<file path="src/hdl/pkfq_pkg.sv">
// ----------------------------------------------------------------------------
// pkfq_pkg
// Shared types and constants of the per-key FIFO queue manager.
// ----------------------------------------------------------------------------
package pkfq_pkg;

    localparam int NUM_KEYS_DEF    = 16;
    localparam int QUEUE_DEPTH_DEF = 8;
    localparam int ID_BITS_DEF     = 16;

    localparam int REQ_W  = 3;
    localparam int RID_W  = 16;
    localparam int KEY_W  = 4;
    localparam int STAT_W = 2;
    localparam int POS_W  = 4;

    typedef enum logic [REQ_W-1:0] {
        REQ_ENQ    = 3'd0,
        REQ_REMOVE = 3'd1,
        REQ_DEQ    = 3'd2,
        REQ_POS    = 3'd3,
        REQ_PEEK   = 3'd4,
        REQ_PEEKANY = 3'd5
    } t_req;

    typedef enum logic [STAT_W-1:0] {
        ST_OK    = 2'd0,
        ST_EMPTY = 2'd1,
        ST_FULL  = 2'd2,
        ST_DUP   = 2'd3
    } t_status;

    typedef enum logic [1:0] {
        S_IDLE = 2'd0,
        S_READ = 2'd1,
        S_EXEC = 2'd2,
        S_OUT  = 2'd3
    } t_state;

    typedef struct packed {
        logic [REQ_W-1:0] req;
        logic [RID_W-1:0] id;
        logic [KEY_W-1:0] key;
    } t_cmd;

    typedef struct packed {
        logic [STAT_W-1:0] status;
        logic [RID_W-1:0]  rid;
        logic [KEY_W-1:0]  key;
        logic [POS_W-1:0]  pos;
        logic              key_has;
        logic              any;
    } t_res;

endpackage

</file>
<file path="src/hdl/pkfq_ram.sv">
// ----------------------------------------------------------------------------
// pkfq_ram
// Generic single-port-write, registered-read RAM.
// ----------------------------------------------------------------------------
module pkfq_ram #(
    parameter int WIDTH = 8,
    parameter int DEPTH = 16
) (
    input  logic                     i_clk,
    input  logic                     i_we,
    input  logic [$clog2(DEPTH)-1:0] i_waddr,
    input  logic [WIDTH-1:0]         i_wdata,
    input  logic [$clog2(DEPTH)-1:0] i_raddr,
    output logic [WIDTH-1:0]         o_rdata
);
    logic [WIDTH-1:0] r_mem [DEPTH];
    logic [WIDTH-1:0] r_rdata;

    always_ff @(posedge i_clk) begin
        if (i_we) begin
            r_mem[i_waddr] <= i_wdata;
        end
        r_rdata <= r_mem[i_raddr];
    end

    assign o_rdata = r_rdata;
endmodule

</file>
<file path="src/hdl/pkfq_front.sv">
// ----------------------------------------------------------------------------
// pkfq_front
// Request intake: two-entry queue that decouples the stream from the engine.
// ----------------------------------------------------------------------------
module pkfq_front (
    input  logic           i_clk,
    input  logic           i_rst_n,
    input  logic           i_valid,
    output logic           o_ready,
    input  pkfq_pkg::t_cmd i_cmd,
    output logic           o_valid,
    input  logic           i_ready,
    output pkfq_pkg::t_cmd o_cmd
);
    pkfq_pkg::t_cmd r_q [2];
    logic           r_wp, r_rp;
    logic [1:0]     r_cnt;
    logic           w_push, w_pop;

    assign o_ready = (r_cnt != 2'd2);
    assign o_valid = (r_cnt != 2'd0);
    assign o_cmd   = r_q[r_rp];
    assign w_push  = i_valid && o_ready;
    assign w_pop   = o_valid && i_ready;

    always_ff @(posedge i_clk) begin
        if (w_push) begin
            r_q[r_wp] <= i_cmd;
        end
        if (!i_rst_n) begin
            r_wp  <= 1'b0;
            r_rp  <= 1'b0;
            r_cnt <= 2'd0;
        end else begin
            if (w_push) r_wp <= ~r_wp;
            if (w_pop)  r_rp <= ~r_rp;
            r_cnt <= r_cnt + {1'b0, w_push} - {1'b0, w_pop};
        end
    end
endmodule

</file>
<file path="src/hdl/pkfq_back.sv">
// ----------------------------------------------------------------------------
// pkfq_back
// Queue engine: read one key's row, compare entries in parallel, write back.
// ----------------------------------------------------------------------------
module pkfq_back #(
    parameter int NUM_KEYS    = pkfq_pkg::NUM_KEYS_DEF,
    parameter int QUEUE_DEPTH = pkfq_pkg::QUEUE_DEPTH_DEF,
    parameter int ID_BITS     = pkfq_pkg::ID_BITS_DEF
) (
    input  logic           i_clk,
    input  logic           i_rst_n,
    input  logic           i_valid,
    output logic           o_ready,
    input  pkfq_pkg::t_cmd i_cmd,
    output logic           o_valid,
    input  logic           i_ready,
    output pkfq_pkg::t_res o_res
);
    localparam int KA = (NUM_KEYS > 1) ? $clog2(NUM_KEYS) : 1;
    localparam int CW = $clog2(QUEUE_DEPTH + 1);
    localparam int PW = $clog2(QUEUE_DEPTH + 1);
    localparam int RW = QUEUE_DEPTH * ID_BITS;
    localparam int SW = (ID_BITS < pkfq_pkg::RID_W) ? ID_BITS : pkfq_pkg::RID_W;

    pkfq_pkg::t_state r_state, n_state;
    pkfq_pkg::t_cmd   r_cmd;
    pkfq_pkg::t_res   r_res, n_res;
    logic [CW-1:0]    r_cnt [NUM_KEYS];
    logic [ID_BITS-1:0] r_front [NUM_KEYS];
    logic [NUM_KEYS-1:0] w_nz;
    logic [KA-1:0]    w_first;

    logic          w_valid_key, w_we, w_ram_we, w_take, w_cnt_we;
    logic [KA-1:0] w_key;
    logic [RW-1:0] w_row, n_row;
    logic [CW-1:0] w_cnt, n_cnt;
    logic [ID_BITS-1:0] w_id, w_front, w_any_front, w_e;
    logic [QUEUE_DEPTH-1:0] w_hit, w_hit_new;
    logic [PW-1:0] w_pos, w_pos_new;
    logic          w_found;
    logic [NUM_KEYS-1:0] w_nz_new;

    always_comb begin
        for (int k = 0; k < NUM_KEYS; k++) w_nz[k] = (r_cnt[k] != '0);
    end

    always_comb begin
        w_first = '0;
        for (int k = NUM_KEYS - 1; k >= 0; k--) begin
            if (w_nz[k]) w_first = KA'(k);
        end
    end

    assign w_valid_key = ({{(32-pkfq_pkg::KEY_W){1'b0}}, r_cmd.key} < NUM_KEYS);
    assign w_key   = KA'(r_cmd.key);
    assign w_cnt   = w_valid_key ? r_cnt[w_key] : '0;
    assign w_id    = ID_BITS'(r_cmd.id[SW-1:0]);
    assign w_front = w_row[ID_BITS-1:0];
    assign w_any_front = r_front[w_first];
    assign w_take  = i_valid && o_ready;
    assign w_ram_we = w_we && (r_state == pkfq_pkg::S_EXEC);

    pkfq_ram #(.WIDTH(RW), .DEPTH(NUM_KEYS)) u_ram (
        .i_clk  (i_clk),
        .i_we   (w_ram_we),
        .i_waddr(w_key),
        .i_wdata(n_row),
        .i_raddr(w_key),
        .o_rdata(w_row)
    );

    always_comb begin
        w_hit = '0;
        for (int i = 0; i < QUEUE_DEPTH; i++) begin
            w_hit[i] = (i < w_cnt) && (w_row[i*ID_BITS +: ID_BITS] == w_id);
        end
        w_pos = '0;
        for (int i = QUEUE_DEPTH - 1; i >= 0; i--) begin
            if (w_hit[i]) w_pos = PW'(i + 1);
        end
        w_found = |w_hit;
    end

    always_comb begin
        n_row    = w_row;
        n_cnt    = w_cnt;
        w_we     = 1'b0;
        w_cnt_we = 1'b0;
        n_res         = '0;
        n_res.key     = r_cmd.key;
        case (r_cmd.req)
            pkfq_pkg::REQ_ENQ: begin
                if (!w_valid_key) n_res.status = pkfq_pkg::ST_EMPTY;
                else if (w_found) n_res.status = pkfq_pkg::ST_DUP;
                else if (w_cnt >= CW'(QUEUE_DEPTH)) n_res.status = pkfq_pkg::ST_FULL;
                else begin
                    for (int i = 0; i < QUEUE_DEPTH; i++) begin
                        if (i == w_cnt) n_row[i*ID_BITS +: ID_BITS] = w_id;
                    end
                    n_cnt = w_cnt + 1'b1; w_we = 1'b1; w_cnt_we = 1'b1;
                end
            end
            pkfq_pkg::REQ_REMOVE, pkfq_pkg::REQ_DEQ: begin
                if (w_cnt == '0) n_res.status = pkfq_pkg::ST_EMPTY;
                else if (r_cmd.req == pkfq_pkg::REQ_DEQ || w_found) begin
                    for (int i = 0; i < QUEUE_DEPTH - 1; i++) begin
                        if (r_cmd.req == pkfq_pkg::REQ_DEQ || i + 1 >= w_pos) begin
                            n_row[i*ID_BITS +: ID_BITS] = w_row[(i+1)*ID_BITS +: ID_BITS];
                        end
                    end
                    if (r_cmd.req == pkfq_pkg::REQ_DEQ)
                        n_res.rid = pkfq_pkg::RID_W'(w_front[SW-1:0]);
                    n_cnt = w_cnt - 1'b1; w_we = 1'b1; w_cnt_we = 1'b1;
                end
            end
            pkfq_pkg::REQ_PEEK: begin
                if (w_cnt == '0) n_res.status = pkfq_pkg::ST_EMPTY;
                else n_res.rid = pkfq_pkg::RID_W'(w_front[SW-1:0]);
            end
            pkfq_pkg::REQ_PEEKANY: begin
                if (w_nz == '0) n_res.status = pkfq_pkg::ST_EMPTY;
                else begin
                    n_res.rid = pkfq_pkg::RID_W'(w_any_front[SW-1:0]);
                    n_res.key = pkfq_pkg::KEY_W'(w_first);
                end
            end
            default: ;
        endcase
        // position after the update, against the new row
        w_hit_new = '0;
        for (int i = 0; i < QUEUE_DEPTH; i++) begin
            w_e = n_row[i*ID_BITS +: ID_BITS];
            w_hit_new[i] = (i < n_cnt) && (w_e == w_id);
        end
        w_pos_new = '0;
        for (int i = QUEUE_DEPTH - 1; i >= 0; i--) begin
            if (w_hit_new[i]) w_pos_new = PW'(i + 1);
        end
        n_res.pos     = pkfq_pkg::POS_W'(w_pos_new);
        n_res.key_has = w_valid_key && (n_cnt != '0);
        w_nz_new = w_nz;
        if (w_valid_key) w_nz_new[w_key] = (n_cnt != '0);
        n_res.any = |w_nz_new;
    end

    always_comb begin
        n_state = r_state;
        case (r_state)
            pkfq_pkg::S_IDLE: if (w_take) n_state = pkfq_pkg::S_READ;
            pkfq_pkg::S_READ: n_state = pkfq_pkg::S_EXEC;
            pkfq_pkg::S_EXEC: n_state = pkfq_pkg::S_OUT;
            pkfq_pkg::S_OUT: begin
                if (i_ready) n_state = w_take ? pkfq_pkg::S_READ : pkfq_pkg::S_IDLE;
            end
            default: n_state = pkfq_pkg::S_IDLE;
        endcase
    end

    always_comb begin
        o_ready = (r_state == pkfq_pkg::S_IDLE) ||
                  ((r_state == pkfq_pkg::S_OUT) && i_ready);
        o_valid = (r_state == pkfq_pkg::S_OUT);
        o_res   = r_res;
    end

    always_ff @(posedge i_clk) begin
        if (w_take) r_cmd <= i_cmd;
        if (r_state == pkfq_pkg::S_EXEC) r_res <= n_res;
        if (w_ram_we) r_front[w_key] <= n_row[ID_BITS-1:0];
        if (!i_rst_n) begin
            r_state <= pkfq_pkg::S_IDLE;
            for (int k = 0; k < NUM_KEYS; k++) r_cnt[k] <= '0;
        end else begin
            r_state <= n_state;
            if ((r_state == pkfq_pkg::S_EXEC) && w_cnt_we) r_cnt[w_key] <= n_cnt;
        end
    end
endmodule

</file>
<file path="src/hdl/per_key_fifo_queue_manager.sv">
// ----------------------------------------------------------------------------
// per_key_fifo_queue_manager
// One FIFO of requester IDs per key, with enqueue, remove, dequeue, position,
// peek and peek-any requests, one result per request.
// ----------------------------------------------------------------------------
// Each request passes through the engine states row read, compare and
// write-back, and result out, and the result then waits in the output register
// until taken; the next request enters the engine in the cycle its
// predecessor's result is taken, so the engine works on one request at a
// time, its pace set by the registered read of the row memory ahead of the
// compare. A two-entry intake queue lets the input side accept up to two
// requests while the engine works.
module per_key_fifo_queue_manager #(
    parameter int NUM_KEYS    = pkfq_pkg::NUM_KEYS_DEF,
    parameter int QUEUE_DEPTH = pkfq_pkg::QUEUE_DEPTH_DEF,
    parameter int ID_BITS     = pkfq_pkg::ID_BITS_DEF
) (
    input  logic        i_clk,
    input  logic        i_rst_n,
    input  logic        s_axis_tvalid,
    output logic        s_axis_tready,
    input  logic [23:0] s_axis_tdata,  // requester_id[15:0], key_index[19:16]
    input  logic [2:0]  s_axis_tuser,  // req_type[2:0]
    output logic        m_axis_tvalid,
    input  logic        m_axis_tready,
    output logic [31:0] m_axis_tdata,  // requester_out, key_out, position,
                                       // key_has_entries, any_entries, pad
    output logic [1:0]  m_axis_tuser   // status[1:0]
);
    pkfq_pkg::t_cmd w_in_cmd, w_q_cmd;
    pkfq_pkg::t_res w_res;
    logic           w_q_valid, w_q_ready;

    assign w_in_cmd.req = s_axis_tuser;
    assign w_in_cmd.id  = s_axis_tdata[15:0];
    assign w_in_cmd.key = s_axis_tdata[19:16];

    pkfq_front u_front (
        .i_clk  (i_clk),
        .i_rst_n(i_rst_n),
        .i_valid(s_axis_tvalid),
        .o_ready(s_axis_tready),
        .i_cmd  (w_in_cmd),
        .o_valid(w_q_valid),
        .i_ready(w_q_ready),
        .o_cmd  (w_q_cmd)
    );

    pkfq_back #(
        .NUM_KEYS(NUM_KEYS), .QUEUE_DEPTH(QUEUE_DEPTH), .ID_BITS(ID_BITS)
    ) u_back (
        .i_clk  (i_clk),
        .i_rst_n(i_rst_n),
        .i_valid(w_q_valid),
        .o_ready(w_q_ready),
        .i_cmd  (w_q_cmd),
        .o_valid(m_axis_tvalid),
        .i_ready(m_axis_tready),
        .o_res  (w_res)
    );

    assign m_axis_tdata = {6'd0, w_res.any, w_res.key_has, w_res.pos, w_res.key, w_res.rid};
    assign m_axis_tuser = w_res.status;

    a_empty_ok: assert property (@(posedge i_clk) disable iff (!i_rst_n)
        m_axis_tvalid && !m_axis_tdata[25] |-> !m_axis_tdata[24])
        else $error("key has entries while table empty");
    a_pos_has: assert property (@(posedge i_clk) disable iff (!i_rst_n)
        m_axis_tvalid && (m_axis_tdata[23:20] != 4'd0) |-> m_axis_tdata[24])
        else $error("position reported in empty queue");
    a_full_dup: assert property (@(posedge i_clk) disable iff (!i_rst_n)
        m_axis_tvalid && (m_axis_tuser == pkfq_pkg::ST_DUP) |-> m_axis_tdata[23:20] != 4'd0)
        else $error("duplicate without position");
endmodule

</file>
<file path="config.mk">
export PLATFORM = sky130hd
export DESIGN_NAME = per_key_fifo_queue_manager
export DESIGN_NICKNAME = d
export VERILOG_FILES = /design/src/hdl/pkfq_pkg.sv /design/src/hdl/pkfq_ram.sv /design/src/hdl/pkfq_front.sv /design/src/hdl/pkfq_back.sv /design/src/hdl/per_key_fifo_queue_manager.sv
export SDC_FILE = /design/constraint.sdc
export NUM_CORES = 2
export LEC_CHECK = 0
export BUFFER_PORTS_ARGS = -buffer_cell sky130_fd_sc_hd__buf_2
export CAP_MARGIN = 30
export CORE_MARGIN = 5
export CORE_UTILIZATION = 55
export DETAILED_ROUTE_END_ITERATION = 12
export PLACE_DENSITY = 0.71
export SYNTH_ARGS = -nofsm -noshare
export SYNTH_HDL_FRONTEND = slang
export SYNTH_SLANG_ARGS = --single-unit
</file>
<file path="constraint.sdc">
create_clock -name i_clk -period 19.9 [get_ports i_clk]
set_input_delay 0 -clock i_clk [delete_from_list [all_inputs] [get_ports i_clk]]
set_output_delay 0 -clock i_clk [all_outputs]
set_load 0.1 [all_outputs]
</file>
After elaboration in Yosys (flattened, before gate mapping). Memories as Yosys holds them, arrays and structs flattened. A register that Yosys moved wholly into a read port is not among the register bits. Cells that the tools add are included. Widths: inputs -> output; s select.

Flip-flop bits (word level): 34. Bits in writable memories: 2414. Input bits: 31. Output and inout port bits: 36. Word-level logic and storage cells: 232. Memories: 4.

Memory list: u_back.u_ram.r_mem (words 16, bits a word 128, read ports 1, clocked after memory_dff 1, wr ports 1, RTL line pkfq_ram.sv:16) `logic [WIDTH-1:0] r_mem [DEPTH];`; u_back.r_front (words 16, bits a word 16, read ports 1, clocked after memory_dff 0, wr ports 1, RTL line pkfq_back.sv:29) `logic [ID_BITS-1:0] r_front [NUM_KEYS];`; u_back.r_cnt (words 16, bits a word 4, read ports 17, clocked after memory_dff 0, wr ports 16, RTL line pkfq_back.sv:28) `logic [CW-1:0] r_cnt [NUM_KEYS];`; u_front.r_q (words 2, bits a word 23, read ports 1, clocked after memory_dff 1, wr ports 1, RTL line pkfq_front.sv:15) `pkfq_pkg::t_cmd r_q [2];`.

Add/subtract/negate cells: 4. Order comparisons: 26. Equal/unequal tests: 33. Multiplexer cells: 91. Bitwise logic cells: 2. Reduce and logical (&&, ||, !) cells: 60.

Operators by type and width (count): $mux 16 (20); $eq 16x16->1 (16); $mux 128 (2); $mux 112 (2); $pmux 112 s2 (1); $mux 4 (32); $reduce_bool 4->1 (17); $pmux 16 s3 (1); $lt 3x4->1 const A (8); $logic_and 1x1->1 (21); $mux 20 (1); $bwmux 16 (1); $eq 3x4->1 const A (4); $ge 3x4->1 const A (4); $logic_not 16->1 (1); $lt 1x4->1 const A (4); $lt 2x4->1 const A (4); $mux 1 (16); $reduce_or 16->1 (1); $mux 2 (6); $mux 3 (4); $logic_or 1x1->1 (9); $eq 2x4->1 const A (2); $ge 2x4->1 const A (2); 32 further kinds (37).

Longest topological paths before layout. An unclocked memory read counts as a cell.

Word-level depth: 25. Depth in mapped cells: 24. Mapped depth without buffers: 17.

Cells and area by module. Synthesis repeated with hierarchy kept, for this count alone.

Cells, all modules: 5975. Area total of the unflattened synthesis: 106156.8 sq um.

By module, submodules not included: pkfq_ram (times used 1, cells an instance 3357, area an instance 79536.3 sq um, sequential area each 64061.4 sq um); pkfq_back (times used 1, cells an instance 2516, area an instance 24673.7 sq um, sequential area each 11260.8 sq um); pkfq_front (times used 1, cells an instance 95, area an instance 1898.1 sq um, sequential area each 1481.4 sq um); per_key_fifo_queue_manager (times used 1, cells an instance 7, area an instance 48.8 sq um, sequential area each 0.0 sq um).

Worst setup path after synthesis. Ideal clock, no wire load.

Path kind: register to register. Start point: register, netlist name u_back.w_key[0]. End point: memory u_back.r_cnt[1][0] (netlist name), data pin. Setup time: 204 ps. Arrival time: 18071 ps. Required time: 19696 ps. Slack: 1626 ps. Cell stages (with the launch flop): 17. Buffers on the path: 3. Period minus slack after synthesis: 18274 ps. Cell sequence: edfxtp_1 > clkbuf_1 > buf_1 > mux4_2 > mux4_2 > inv_1 > ha_1 > clkbuf_1 > inv_1 > a2111oi_4 > or3_1 > nand4_4 > nor4_2 > o21ai_0 > nor4_1 > nand2_1 > nor2_1.

RTL lines (RTL line): to (decl) (pkfq_back.sv:28).

Final worst setup path.
Start point: register, netlist name u_back.w_key[2]. End point: memory u_back.u_ram.r_mem[6][126] (netlist name) (enable).

Cells in the longest elaborated chain, start to end: 11. Elaborated cells between the ends (all ways): 29. Classes of those cells: order compare (9); mux (7); reduce/logical (12); memory (1).

Ends and longest elaborated chain: $mem_v2 16x4; $lt 1x4->1, or another cell as far along (RTL line pkfq_back.sv:75) `w_hit[i] = (i < w_cnt) && (w_row[i*ID_BITS +: ID_BITS] == w_id);`; $logic_and 1x1->1 (RTL line pkfq_back.sv:75); $reduce_or 8->1 (RTL line pkfq_back.sv:81) `w_found = |w_hit;`; $logic_or 1x1->1 (RTL line pkfq_back.sv:105) `else if (r_cmd.req == pkfq_pkg::REQ_DEQ || w_found) begin`; $mux 1 (RTL line pkfq_back.sv:105); $mux 1 (RTL line pkfq_back.sv:104) `if (w_cnt == '0) n_res.status = pkfq_pkg::ST_EMPTY;`; $pmux 1 s2 (RTL line pkfq_back.sv:91) `case (r_cmd.req)`; $logic_and 1x1->1 (RTL line pkfq_back.sv:61) `assign w_ram_we = w_we && (r_state == pkfq_pkg::S_EXEC);`; $mux 1 (RTL line pkfq_ram.sv:20) `if (i_we) begin`; $mux 1 (implied by the code) (RTL line pkfq_ram.sv:21) `r_mem[i_waddr] <= i_wdata;`; to (decl) (RTL line pkfq_ram.sv:16).

Several ways; a longest one is shown, not always the timed one.

==> metrics.cfg <==
[run_status]
status = completed

[layout]
fin_cells = 7613
fillCellCount = 11771
multiInputGateArea_mm2 = 0.0260
area_delta_synth_final_pct = 12.3
layout-drive-gt1-share_pct = 27.0
fin_nets = 5128
postLayoutCellArea_mm2 = 0.108
seq_area_mm2 = 0.0690

[sta]
finalSetupTns_ns = 0
hold_viol = 0
fin_hold_ws_ns = 0.179
slew_headroom_pct = 25.9
min_period_over_period_pct = 42.7
min_period_ns = 8.49
max_freq_mhz = 118
slew_violations = 0
fin_skew_ns = 0.0518
tightestPinTransition_ns = 1.10
setup_viol = 0
grt_setup_unrepaired = no

[floorplanning]
start_util_pct = 55.3
pin_count = 67
die-area_mm2 = 0.183
core_mm2 = 0.174
die_w_um = 428
die_y_um = 428
rows = 153

[power_and_ir_drop]
leakage_nw = 34.4
comb_power_share_pct = 29.8
swShare_pct = 32.9
power_density_mw_per_mm2 = 146
irDropWorstVdd_mv = 0.122
intPower_mw = 10.6
clkPwrFrac_pct = 26.1
power_switching_mw = 5.19
power_frac_seq_pct = 44.0
power_mw = 15.8

[synthesis]
ys_async_sr_fraction_pct = 0
synth_edf_count = 2209
syn_area_mm2 = 0.0962
ys_ff_latch = 2343
netlist_instances = 4837
ys_dominant_reg_cell = edfxtp_1
syn_avg_cell_area_um2 = 19.9
ys_warn_count = 0
ys_seq_area_share_pct = 71.7
yosysUniqueCellTypes = 103

[critical_path]
end_kind = flop
start_kind = flop
cp.arrival_ns = 8.96
path_class = reg2reg
worst-path-max-fanout = 92
crit_required_ns = 20.36

[global_route]
antenna_found_initial = 4
overflow = 0
grt_max_degree = 136
track_usage_pct = 27.4
grt_pass1_wl_um = 366000
grt_pass1_vias = 52002

[clock_tree]
clockRootBuffer = clkbuf_16
post-cts-setup-buffers = 0
htreeDepth = 4
cts_max_path_buffers = 3
cts_resized = 0
clk_pin_slew_worst_paths_ns = 0.06
hold_buffers = 51
clock_latency_ns = 0.86
clock-sinks = 2343
cts_buffers = 224
cts_tree = yes

[route]
detail_route.iter0.violations = 6767
first_pass_iters = 6
drt-vias-per-instance = 6.78
drt-total-wl_um = 253000
wl_per_cell_um = 33.2
drc_errors = 0
num_vias = 51596
antenna_left = 0

[place]
portBuffers = 56
gp_congestion = 0.965
placed_cell_area_mm2 = 0.100
hpwlAfterDp_um = 144000
placed_cells = 7119

[run]
maxCapViolations = 0

[worst_hold_path]
holdCritPathClass = in2reg

==> critical path, stage by stage, from the launching register on <==
cell and delay [ns]:
edfxtp_1 0.38, buf_12 0.62, buf_4 0.67, clkinv_1 0.50, a21o_1 0.30, nand2b_1 0.25, ha_1 0.45, inv_1 0.25
a2111oi_4 0.56, or3_1 0.25, nand4_4 0.20, nor4_2 0.58, o21ai_4 0.10, buf_4 0.31, nor2_4 0.17, buf_4 0.79
buf_4 0.81, buf_4 0.30, buf_16 0.29
==> cell type report <==
| cell class | instances | area share, % |
|---|---|---|
| clock inverter | 135 | 1.05 |
| multi-input combinational | 2147 | 24.1 |
| clock buffer | 289 | 5.59 |
| tap | 2325 | 2.69 |
| sequential | 2343 | 63.9 |
| timing repair buffer | 317 | 2.52 |
| inverter | 52 | 0.181 |
| antenna | 5 | 0.0116 |
==> cells by family after synthesis <==
family | share of synthesized area, %
flip-flops | 71.7
multiplexers | 17.7
AND/OR/NAND/NOR | 3.36
AO/OA/AOI/OAI | 4.23
buffers and inverters | 1.50
XOR/XNOR | 1.30
adder cells (fa/ha/maj) | 0.156
other | 0.00390
==> cells in the final DEF, fill, tap and decap left out, drive strengths merged, types with 24 or more instances in the layout <==
cell	count
edfxtp	2209
mux4	713
clkbuf	289
buf	266
nor2	185
nand2	170
dfxtp	134
o21ai	113
clkinv	110
xnor2	83
a21oi	76
a221o	63
mux2i	61
xor2	60
inv	57
nand3	52
dlygate4sd3	51
a22oi	43
nor4	42
nand4	34
mux2	33
nor3	27
nor2b	26
and2	24
==> state kept, by name (all words and copies together) (netlist names) <==
name	count
u_back.u_ram.r_mem	2048
u_front.r_q	46
u_back.r_state	2
u_front.r_cnt	2
u_back.r_cnt	64
u_back.o_res	28
u_front.r_rp	1
u_front.r_wp	1
u_back.u_ram.o_rdata	128
u_back.w_key	4
u_back.r_cmd	3
u_back.w_id	16
==> Yosys cell counts (61+ instances only) <==
master | n | area [um^2]
xnor2_1 | 83 | 727
a221o_1 | 63 | 631
buf_1 | 63 | 236
o21ai_0 | 111 | 556
mux4_2 | 713 | 16100
nor2_1 | 182 | 683
edfxtp_1 | 2209 | 66300
dfxtp_1 | 134 | 2680
nand2_1 | 169 | 634
a21oi_1 | 73 | 365
mux2i_1 | 61 | 611
clkbuf_1 | 190 | 713
==> power by group through the flow <==
stage	Combinational, mW	Clock [mW]	Sequential [mW]
2_1_floorplan	3.07	0	6.83
3_3_place_gp	4.48	0	7.02
3_5_place_dp	4.61	0	7.02
4_1_cts	4.64	4.18	6.91
5_1_grt	4.96	4.41	6.93
6_report	4.70	4.12	6.94
==> stage by stage <==
step                      utilization [%]  worst slack, ns
after floorplan                         -             1.63
after global placement               57.3            11.02
after detailed placement             57.5            10.99
after CTS                            62.0            10.94
after global routing                 62.1            10.99
final                                62.1            11.41
==> layer usage <==
layer	wire, um	track usage (%)	vias up
li1	-	-	20800
met1	94500	37.3	27145
met2	126000	45.4	3029
met3	22100	4.60	620
met4	10100	10.1	2
met5	13	0	-
==> worst paths after layout <==
kind,start,end,slack [ns],cells past startpoint
max,u_back.w_key[2],u_back.u_ram.r_mem[6][126],11.41,18
min,s_axis_tvalid,u_front.r_wp,0.18,5
max reg2reg,u_back.w_key[2],u_back.u_ram.r_mem[6][126],11.41,18
min reg2reg,u_front.r_q[0][5],u_back.w_id[1],0.55,1
(Power assumes the default switching activity.)
